### config.mk
export PLATFORM = sky130hd
export DESIGN_NAME = y86_fetch_decode
export DESIGN_NICKNAME = d
export VERILOG_FILES = /design/src/rtl/core/y86fd_pkg.sv /design/src/rtl/core/y86fd_decode.sv /design/src/rtl/core/y86_fetch_decode.sv
export SDC_FILE = /design/constraint.sdc
export NUM_CORES = 1
export LEC_CHECK = 0
export BUFFER_PORTS_ARGS = -buffer_cell sky130_fd_sc_hd__buf_2
export CAP_MARGIN = 30
export CELL_PAD_IN_SITES_DETAIL_PLACEMENT = 1
export CELL_PAD_IN_SITES_GLOBAL_PLACEMENT = 1
export CORE_MARGIN = 8
export CORE_UTILIZATION = 40
export DETAILED_ROUTE_END_ITERATION = 6
export GPL_ROUTABILITY_DRIVEN = 0
export GPL_TIMING_DRIVEN = 0
export PLACE_DENSITY_LB_ADDON = 0.1
export SYNTH_ARGS = -nofsm -noshare
export SYNTH_HDL_FRONTEND = slang
export SYNTH_SLANG_ARGS = --single-unit
### constraint.sdc
create_clock -name clk -period 3.5 [get_ports clk]
set_input_delay 0 -clock clk [delete_from_list [all_inputs] [get_ports clk]]
set_output_delay 0 -clock clk [all_outputs]
set_load 0.05 [all_outputs]
### src/rtl/core/y86fd_pkg.sv
// ----------------------------------------------------------------------------
// y86fd_pkg
// Types and constants shared by the Y86-64 fetch/decode block.
// ----------------------------------------------------------------------------
package y86fd_pkg;

  localparam int PC_W       = 16;
  // pc plus the longest bound offset needs one extra bit
  localparam int PC_EXT_W   = PC_W + 1;
  localparam int MEM_SIZE_DEFAULT = 8192;

  typedef enum logic [3:0] {
    K_HALT    = 4'd0,
    K_NOP     = 4'd1,
    K_CMOV    = 4'd2,
    K_IRMOVQ  = 4'd3,
    K_RMMOVQ  = 4'd4,
    K_MRMOVQ  = 4'd5,
    K_OPQ     = 4'd6,
    K_JUMP    = 4'd7,
    K_CALL    = 4'd8,
    K_RET     = 4'd9,
    K_PUSH    = 4'd10,
    K_POP     = 4'd11,
    K_INVALID = 4'd12
  } kind_t;

  typedef enum logic [1:0] {
    ST_AOK = 2'd0,
    ST_HLT = 2'd1,
    ST_ADR = 2'd2,
    ST_INS = 2'd3
  } status_t;

  localparam logic [7:0] OP_HALT     = 8'h00;
  localparam logic [7:0] OP_NOP      = 8'h10;
  localparam logic [7:0] OP_CMOV_LO  = 8'h20;
  localparam logic [7:0] OP_CMOV_HI  = 8'h26;
  localparam logic [7:0] OP_IRMOVQ   = 8'h30;
  localparam logic [7:0] OP_RMMOVQ   = 8'h40;
  localparam logic [7:0] OP_MRMOVQ   = 8'h50;
  localparam logic [7:0] OP_OPQ_LO   = 8'h60;
  localparam logic [7:0] OP_OPQ_HI   = 8'h63;
  localparam logic [7:0] OP_JUMP_LO  = 8'h70;
  localparam logic [7:0] OP_JUMP_HI  = 8'h76;
  localparam logic [7:0] OP_CALL     = 8'h80;
  localparam logic [7:0] OP_RET      = 8'h90;
  localparam logic [7:0] OP_PUSH     = 8'hA0;
  localparam logic [7:0] OP_POP      = 8'hB0;

  localparam logic [3:0] REG_NONE    = 4'hF;
  localparam logic [3:0] REG_MAX     = 4'd14;

  // bytes past the opcode that must still lie inside memory
  localparam logic [3:0] EXTRA_CMOV   = 4'd1;
  localparam logic [3:0] EXTRA_RMMOVQ = 4'd9;
  localparam logic [3:0] EXTRA_CALL   = 4'd8;

  typedef struct packed {
    logic [PC_W-1:0] pc;
    logic [7:0]      opcode_byte;
    logic [63:0]     bytes_one_to_eight;
    logic [7:0]      byte_nine;
  } in_item_t;

  typedef struct packed {
    kind_t       kind;
    logic [2:0]  func_code;
    logic [3:0]  reg_a;
    logic [3:0]  reg_b;
    logic [63:0] constant_value;
    logic [3:0]  length;
    status_t     status;
  } out_item_t;

endpackage

### src/rtl/core/y86fd_decode.sv
// ----------------------------------------------------------------------------
// y86fd_decode
// Combinational decode of one instruction: kind, fields, length, status.
// ----------------------------------------------------------------------------
module y86fd_decode #(
  parameter int MEM_SIZE = y86fd_pkg::MEM_SIZE_DEFAULT
) (
  input  y86fd_pkg::in_item_t  item,
  output y86fd_pkg::out_item_t result
);

  localparam logic [y86fd_pkg::PC_EXT_W-1:0] MEM_LIMIT = y86fd_pkg::PC_EXT_W'(MEM_SIZE);

  logic [y86fd_pkg::PC_EXT_W-1:0] pc_ext;
  logic [7:0]  op;
  logic [3:0]  hi;
  logic [3:0]  lo;
  logic [63:0] disp;
  logic        fit_cmov;
  logic        fit_rmmovq;
  logic        fit_call;

  assign pc_ext = {1'b0, item.pc};
  assign op     = item.opcode_byte;
  assign hi     = item.bytes_one_to_eight[7:4];
  assign lo     = item.bytes_one_to_eight[3:0];
  // displacement / immediate lives in bytes 2..9
  assign disp   = {item.byte_nine, item.bytes_one_to_eight[63:8]};

  assign fit_cmov   = (pc_ext + y86fd_pkg::PC_EXT_W'(y86fd_pkg::EXTRA_CMOV))   < MEM_LIMIT;
  assign fit_rmmovq = (pc_ext + y86fd_pkg::PC_EXT_W'(y86fd_pkg::EXTRA_RMMOVQ)) < MEM_LIMIT;
  assign fit_call   = (pc_ext + y86fd_pkg::PC_EXT_W'(y86fd_pkg::EXTRA_CALL))   < MEM_LIMIT;

  always_comb begin
    result.kind           = y86fd_pkg::K_INVALID;
    result.func_code      = 3'd0;
    result.reg_a          = 4'd0;
    result.reg_b          = 4'd0;
    result.constant_value = 64'd0;
    result.length         = 4'd0;
    result.status         = y86fd_pkg::ST_INS;

    if (pc_ext >= MEM_LIMIT) begin
      result.status = y86fd_pkg::ST_ADR;
    end else if (op == y86fd_pkg::OP_HALT) begin
      result.kind   = y86fd_pkg::K_HALT;
      result.length = 4'd1;
      result.status = y86fd_pkg::ST_HLT;
    end else if (op == y86fd_pkg::OP_NOP) begin
      result.kind   = y86fd_pkg::K_NOP;
      result.length = 4'd1;
      result.status = y86fd_pkg::ST_AOK;
    end else if (op inside {[y86fd_pkg::OP_CMOV_LO:y86fd_pkg::OP_CMOV_HI]}) begin
      if (!fit_cmov) begin
        result.status = y86fd_pkg::ST_ADR;
      end else begin
        result.kind      = y86fd_pkg::K_CMOV;
        result.func_code = op[2:0];
        result.reg_a     = hi;
        result.reg_b     = lo;
        result.length    = 4'd2;
        result.status    = y86fd_pkg::ST_AOK;
      end
    end else if (op == y86fd_pkg::OP_IRMOVQ) begin
      // bad register byte keeps regs and length, drops the immediate
      result.reg_a  = hi;
      result.reg_b  = lo;
      result.length = 4'd10;
      if (hi == y86fd_pkg::REG_NONE && lo <= y86fd_pkg::REG_MAX) begin
        result.kind           = y86fd_pkg::K_IRMOVQ;
        result.constant_value = disp;
        result.status         = y86fd_pkg::ST_AOK;
      end
    end else if (op == y86fd_pkg::OP_RMMOVQ) begin
      if (!fit_rmmovq) begin
        result.status = y86fd_pkg::ST_ADR;
      end else begin
        result.kind           = y86fd_pkg::K_RMMOVQ;
        result.reg_a          = hi;
        result.reg_b          = lo;
        result.length         = 4'd10;
        result.constant_value = disp;
        result.status         = y86fd_pkg::ST_AOK;
      end
    end else if (op == y86fd_pkg::OP_MRMOVQ) begin
      result.kind           = y86fd_pkg::K_MRMOVQ;
      result.reg_a          = hi;
      result.reg_b          = lo;
      result.length         = 4'd10;
      result.constant_value = disp;
      result.status         = y86fd_pkg::ST_AOK;
    end else if (op inside {[y86fd_pkg::OP_OPQ_LO:y86fd_pkg::OP_OPQ_HI]}) begin
      result.kind      = y86fd_pkg::K_OPQ;
      result.func_code = op[2:0];
      result.reg_a     = hi;
      result.reg_b     = lo;
      result.length    = 4'd2;
      result.status    = y86fd_pkg::ST_AOK;
    end else if (op inside {[y86fd_pkg::OP_JUMP_LO:y86fd_pkg::OP_JUMP_HI]}) begin
      result.kind           = y86fd_pkg::K_JUMP;
      result.func_code      = op[2:0];
      result.length         = 4'd9;
      result.constant_value = item.bytes_one_to_eight;
      result.status         = y86fd_pkg::ST_AOK;
    end else if (op == y86fd_pkg::OP_CALL) begin
      if (!fit_call) begin
        result.status = y86fd_pkg::ST_ADR;
      end else begin
        result.kind           = y86fd_pkg::K_CALL;
        result.length         = 4'd9;
        result.constant_value = item.bytes_one_to_eight;
        result.status         = y86fd_pkg::ST_AOK;
      end
    end else if (op == y86fd_pkg::OP_RET) begin
      result.kind   = y86fd_pkg::K_RET;
      result.length = 4'd1;
      result.status = y86fd_pkg::ST_AOK;
    end else if (op == y86fd_pkg::OP_PUSH || op == y86fd_pkg::OP_POP) begin
      result.reg_a  = hi;
      result.reg_b  = lo;
      result.length = 4'd2;
      if (lo == y86fd_pkg::REG_NONE) begin
        result.kind   = (op == y86fd_pkg::OP_PUSH) ? y86fd_pkg::K_PUSH : y86fd_pkg::K_POP;
        result.status = y86fd_pkg::ST_AOK;
      end
    end
  end

endmodule

### src/rtl/core/y86_fetch_decode.sv
// ----------------------------------------------------------------------------
// y86_fetch_decode
// Decodes one Y86-64 instruction per cycle from pc and ten fetched bytes.
//
//   channel   direction  handshake              payload
//   item      in         start && !busy         in_item_t
//   result    out        done (one cycle)       out_item_t
//
// Path: input register, combinational decode, result register.
// One item per cycle; busy is never raised, so start is taken every cycle.
// Reset clears the valid flags only; payload registers are not reset.
// The receiver cannot stall: each result shows for one cycle with done.
// ----------------------------------------------------------------------------
module y86_fetch_decode #(
  parameter int MEM_SIZE = y86fd_pkg::MEM_SIZE_DEFAULT
) (
  input  logic                 clk,
  input  logic                 rst,
  input  logic                 start,
  output logic                 busy,
  input  y86fd_pkg::in_item_t  item,
  output logic                 done,
  output y86fd_pkg::out_item_t result
);

  logic                 in_valid;
  y86fd_pkg::in_item_t  in_reg;
  y86fd_pkg::out_item_t result_next;

  assign busy = 1'b0;

  always_ff @(posedge clk) begin
    if (rst) begin
      in_valid <= 1'b0;
      done     <= 1'b0;
    end else begin
      in_valid <= start && !busy;
      done     <= in_valid;
    end
  end

  always_ff @(posedge clk) begin
    if (start && !busy) begin
      in_reg <= item;
    end
    if (in_valid) begin
      result <= result_next;
    end
  end

  y86fd_decode #(
    .MEM_SIZE(MEM_SIZE)
  ) u_decode (
    .item   (in_reg),
    .result (result_next)
  );

endmodule
# --- Word-level counts from Yosys, hierarchy flattened ---
# Cells that the tools add are included.
# W data, S select, Z words.
op_classes:
  n_reduce_logical: 9
  magnitude_cmp: 11
  add_sub_neg: 3
  eq_ne: 10
  n_mux: 51
ops:
  columns: ["op", "n"]
  rows:
  - ["$mux W68", 5]
  - ["$mux W78", 3]
  - ["$mux W64", 3]
  - ["$mux W76", 1]
  - ["$mux W70", 1]
  - ["$mux W4", 13]
  - ["$lt A17 B14 Y1 const B", 3]
  - ["$mux W15", 3]
  - ["$add A16 B4 Y17 const B", 2]
  - ["$eq A8 B8 Y1 const B", 4]
  - ["$mux W8", 4]
  - ["$mux W6", 4]
  - ["$mux W3", 7]
  - ["$add A16 B1 Y17 const B", 1]
  - ["$eq A8 B7 Y1 const B", 2]
  - ["$ge A16 B14 Y1 const B", 1]
  - ["$ge A8 B7 Y1 const B", 2]
  - ["$le A8 B7 Y1 const B", 2]
  - ["$mux W2", 6]
  - ["$eq A4 B4 Y1 const B", 2]
  - ["$eq A8 B5 Y1 const B", 1]
  - ["$eq A8 B6 Y1 const B", 1]
  - ["$ge A8 B6 Y1 const B", 1]
  - ["$le A8 B6 Y1 const B", 1]
  - ["8 further kinds", 11]
word_totals:
  regBits: 183
  wordCells: 100

# --- Longest topological paths before layout ---
depth:
  word_depth: 16
  depth_mapped: 8
  depth_no_buf: 5

# --- Cells and area by module ---
# From an unflattened synthesis, not the netlist that was laid out.
unflattened:
  hier_cells: 366
  area_unflattened_um2: 6909.1
by_module_without_submodules:
  columns: ["module", "area_per_inst_um2", "instances", "cells_each"]
  rows:
  - ["y86_fetch_decode", 5499.0, 1, 187]
  - ["y86fd_decode", 1410.1, 1, 179]

# --- Least setup slack after synthesis ---
# OpenSTA, ideal clock, no wires.
synth_timing:
  path_type: "reg-to-reg"
  startpoint: "register in_valid"
  endpoint: "register result[0] in the netlist's numbering, enable pin"
  slack_ns: 0.931
  period_less_slack_ns: 2.569
  stages_incl_launch_ff: 1
  t_required_ns: 3.050
  t_arrival_ns: 2.119
  path_cell_list: "dfxtp_1"
synth_rtl:
  columns: ["element", "line", "text"]
  rows:
  - ["start, declared", "y86_fetch_decode.sv:26", "logic in_valid;"]
  - ["start signal, assigned", "y86_fetch_decode.sv:37", "in_valid <= start && !busy;"]
  - ["end signal, assigned", "y86_fetch_decode.sv:47", "result <= result_next;"]
  - ["end, declared", "y86_fetch_decode.sv:23", "output y86fd_pkg::out_item_t result"]
# No word-level cell between the ends.

# --- Final worst setup path ---
layout_timing:
  startpoint: "register in_reg[77] in the netlist's numbering"
  endpoint: "register result[84] in the netlist's numbering (data pin)"
layout_between:
  elab_chain_cells: 13
  elab_cells_between_ends: 30
  cone_classes: "order compare: 6; eq/ne: 8; mux: 11; reduce/logical: 5"
layout_lines:
  columns: ["element", "line", "text"]
  rows:
  - ["start, declared", "y86_fetch_decode.sv:27", "y86fd_pkg::in_item_t in_reg;"]
  - ["start signal, assigned", "y86_fetch_decode.sv:44", "in_reg <= item;"]
  - ["$eq A8 B8 Y1", "y86fd_decode.sv:118", "end else if (op == y86fd_pkg::OP_PUSH || op == y86fd_pkg::OP_POP) begin"]
  - ["$logic_or A1 B1 Y1", "y86fd_decode.sv:118", null]
  - ["$mux W4", "y86fd_decode.sv:118", null]
  - ["$mux W4", "y86fd_decode.sv:114", "end else if (op == y86fd_pkg::OP_RET) begin"]
  - ["$mux W4", "y86fd_decode.sv:105", "end else if (op == y86fd_pkg::OP_CALL) begin"]
  - ["$mux W4", "y86fd_decode.sv:99", "end else if (op inside {[y86fd_pkg::OP_JUMP_LO:y86fd_pkg::OP_JUMP_HI]}) begin"]
  - ["$mux W15", "y86fd_decode.sv:92", "end else if (op inside {[y86fd_pkg::OP_OPQ_LO:y86fd_pkg::OP_OPQ_HI]}) begin"]
  - ["$mux W4", "y86fd_decode.sv:85", "end else if (op == y86fd_pkg::OP_MRMOVQ) begin"]
  - ["$mux W4", "y86fd_decode.sv:74", "end else if (op == y86fd_pkg::OP_RMMOVQ) begin"]
  - ["$mux W4", "y86fd_decode.sv:64", "end else if (op == y86fd_pkg::OP_IRMOVQ) begin"]
  - ["$mux W15", "y86fd_decode.sv:53", "end else if (op inside {[y86fd_pkg::OP_CMOV_LO:y86fd_pkg::OP_CMOV_HI]}) begin"]
  - ["$mux W4", "y86fd_decode.sv:49", "end else if (op == y86fd_pkg::OP_NOP) begin"]
  - ["$mux W4 *", "y86fd_decode.sv:45", "end else if (op == y86fd_pkg::OP_HALT) begin"]
# Every way passes the cells marked *; elsewhere a longest branch is shown, timed or not.
# A chain may end at the register's enable or synchronous reset.

==> run summary <==
RSZ-0062 raised after global routing -> false
peak supply drop -> 0.3168 mV
Pre-antenna DRT Iters -> 5
synth warn -> 0
max reg flops -> 96
All-Layer GR Usage -> 17.98%
CTS buffer count -> 17
sequential area share after synthesis -> 79.90%
Max stage delay on crit path -> 460 ps
starting density of the core -> 40.95%
Slew Limit Fails -> 0
crit-path most repeated cell -> nand2_1
clock-pin transition on the worst setup and hold timing paths -> 70 ps
CP Capture Type -> register
filler cell count -> 1623
core area -> 16640 um^2
worst slew pin tran -> 892.0 ps
commonest non-fill, non-tap cell in the layout -> buf_2
max-cap violations -> 0
num rows -> 47
top_reg_cell synth -> edfxtp_1
WS Path Type -> register to register
post-synthesis cell type count -> 46
mean routed wirelength per cell -> 21.06 um
post-route ant nets -> 0
I/O pins -> 186
fmax -> 0.3591 GHz
I/O Buffers -> 183
NumNets Final -> 774
Fin Hold WS -> 174.8 ps
hold path endpoint -> in_reg[4]
min cycle time layout -> 2785 ps
CP arrival -> 2900 ps
multi-input combinational cell area -> 1256 um^2
initial drt markers -> 342
final hold vios -> 0
CTS tree -> built
flop2flop setup slack -> 720 ps
vias in the first global route -> 5078
Crit-path slowest cell -> nor4_1
first-pass GRT wire length -> 29480 um
Final setup viols -> 0
asr flop ratio synth -> 0%
fin crit share -> 79.56%
number of synthesized flops with an enable pin -> 180
commonest cells after routing, fill and taps aside -> 192 x buf_2, 180 x edfxtp_1, 97 x dlygate4sd3_1
clk buf depth -> 2
worst skew pair latency -> 420 ps
synthesized instance count -> 373
Avg Vias per Cell -> 5.021
Leak Pwr -> 0.003491 uW
Setup Skew -> 9.395 ps
Mapped Avg Cell Area -> 18.27 um^2
Crit Reg-Reg Endpoint -> result[84]
Post-CTS Setup Inserts -> 0
pin count of the biggest net entering global routing -> 56
reg2reg start -> in_reg[77]
Synth-to-Final Area Change -> 40.55%
PwrDens -> 508.5 nW/um^2
DRT Wirelength -> 19140 um
antenna violations before repair -> 1
Clock Tree Root -> clkbuf_16
post-DP HPWL -> 13080 um
CP bufs+invs -> 2
min-delay src -> start
register bit total from synthesis -> 182
H-tree Lvls -> 4
die width -> 146.5 um
die area -> 21470 um^2
nature of the critical path startpoint -> register
grt ovf -> 0
vias -> 4564
cell area after synthesis -> 6815 um^2
worst endpoint required time -> 3620 ps
layout cells sized above 1 -> 34.59%
CP cell instances -> clkbuf_1, nand2_1, nor4_1, o21ai_1, nand2_1, buf_2, o31ai_1
storage element area -> 5449 um^2
Critical Path Fanout Max -> 10
hold crit path type -> input pin to register
clk sinks -> 182
CP delay by family, top -> simple AND/OR/NAND/NOR gates
status -> complete, no violations
hold path depth -> 1
Slew headroom -> 40.08%
final design utilization -> 57.56%
FF-to-FF path depth -> 7
critical path depth -> 7
Post-route DRC -> 0
Die Ht -> 146.5 um
## logic make-up after synthesis
family	after synthesis	synth area share (%)
simple gates	75	6.885
compound gates	93	11.44
buf+inv	22	1.726
flops	182	79.90
other cells	1	0.05502
## Yosys cell counts, drive strengths merged, types with 2 or more instances
master	instances	area [um^2]
edfxtp	180	5405
a22o	49	429.2
a32o	15	150.1
buf	14	87.58
and2	11	68.82
nand2	9	33.78
nor2b	8	50.05
nor3	8	40.04
a21oi	6	33.78
clkbuf	6	22.52
nand4	6	37.54
nor4	6	67.56
nand3	5	25.02
nor2	5	26.27
o21ai	5	25.02
or3	5	36.28
a31oi	4	25.02
and3	3	18.77
nand2b	3	18.77
or2	3	18.77
dfxtp	2	40.04
inv	2	7.510
o31ai	2	15.01
## worst max-delay path by stage
stage | start | end | slack [ps]
global placement | in_valid | result[39] | -40
detailed placement | in_reg[78] | result[65] | 690
CTS | in_reg[78] | result[65] | 670
floorplan | in_valid | result[0] | 930
finish | in_reg[77] | result[84] | 720
global route | in_reg[77] | result[84] | 490
## per-stage QoR
| stage | TNS, ps | std cells | instance area (um^2) | worst slack (ps) | power [uW] |
|---|---|---|---|---|---|
| 2_1_floorplan | 0 | 374 | 6819 | 931.4 | 2911 |
| 3_3_place_gp | -2500 | 777 | 8010 | -35.19 | 3094 |
| 3_5_place_dp | 0 | 779 | 8071 | 694.5 | 3106 |
| 4_1_cts | 0 | 908 | 9577 | 668.4 | 4923 |
| 5_1_grt | 0 | 909 | 9579 | 488.3 | 5028 |
| 6_report | 0 | 909 | 9579 | 715.4 | 4871 |
## cell type report
| class | instances | area share (%) |
|---|---|---|
| timing repair buffer | 282 | 20.30 |
| clock inverter | 14 | 1.097 |
| sequential | 182 | 56.88 |
| buffer | 20 | 1.149 |
| clock buffer | 18 | 4.480 |
| inverter | 2 | 0.07837 |
| multi-input combinational | 170 | 13.11 |
| tap | 220 | 2.874 |
| antenna | 1 | 0.02612 |
## worst reg2reg max path: stages (launching register included)
cell      delay [ps]
edfxtp_1         450
clkbuf_1         430
nand2_1          150
nor4_1           460
o21ai_1          230
nand2_1          340
buf_2            330
o31ai_1           90
## what timing repair did
item | CTS | global route
endpoints found under the setup margin | 0 | 0
hold buffers | 97 | 0
resized for setup | 0 | 0
hold endpoints to repair | 98 | 0
## where the power goes
part / internal [uW] / total (uW) / switching (uW) / leakage, uW
sequential: 2550 / 2630 / 83.3 / 0.00165
combinational: 175 / 511 / 336 / 0.00159
clock: 914 / 1730 / 813 / 0.000255
## routing by layer
| metal | wire length, um | GRT usage, % | vias up |
|---|---|---|---|
| li1 | - | - | 2153 |
| met1 | 8082 | 21.29 | 2227 |
| met2 | 9519 | 30.53 | 164 |
| met3 | 1243 | 5.562 | 20 |
| met4 | 293 | 5.976 | 0 |
| met5 | 0 | 0 | - |
Power figures use the tool's default switching activity.
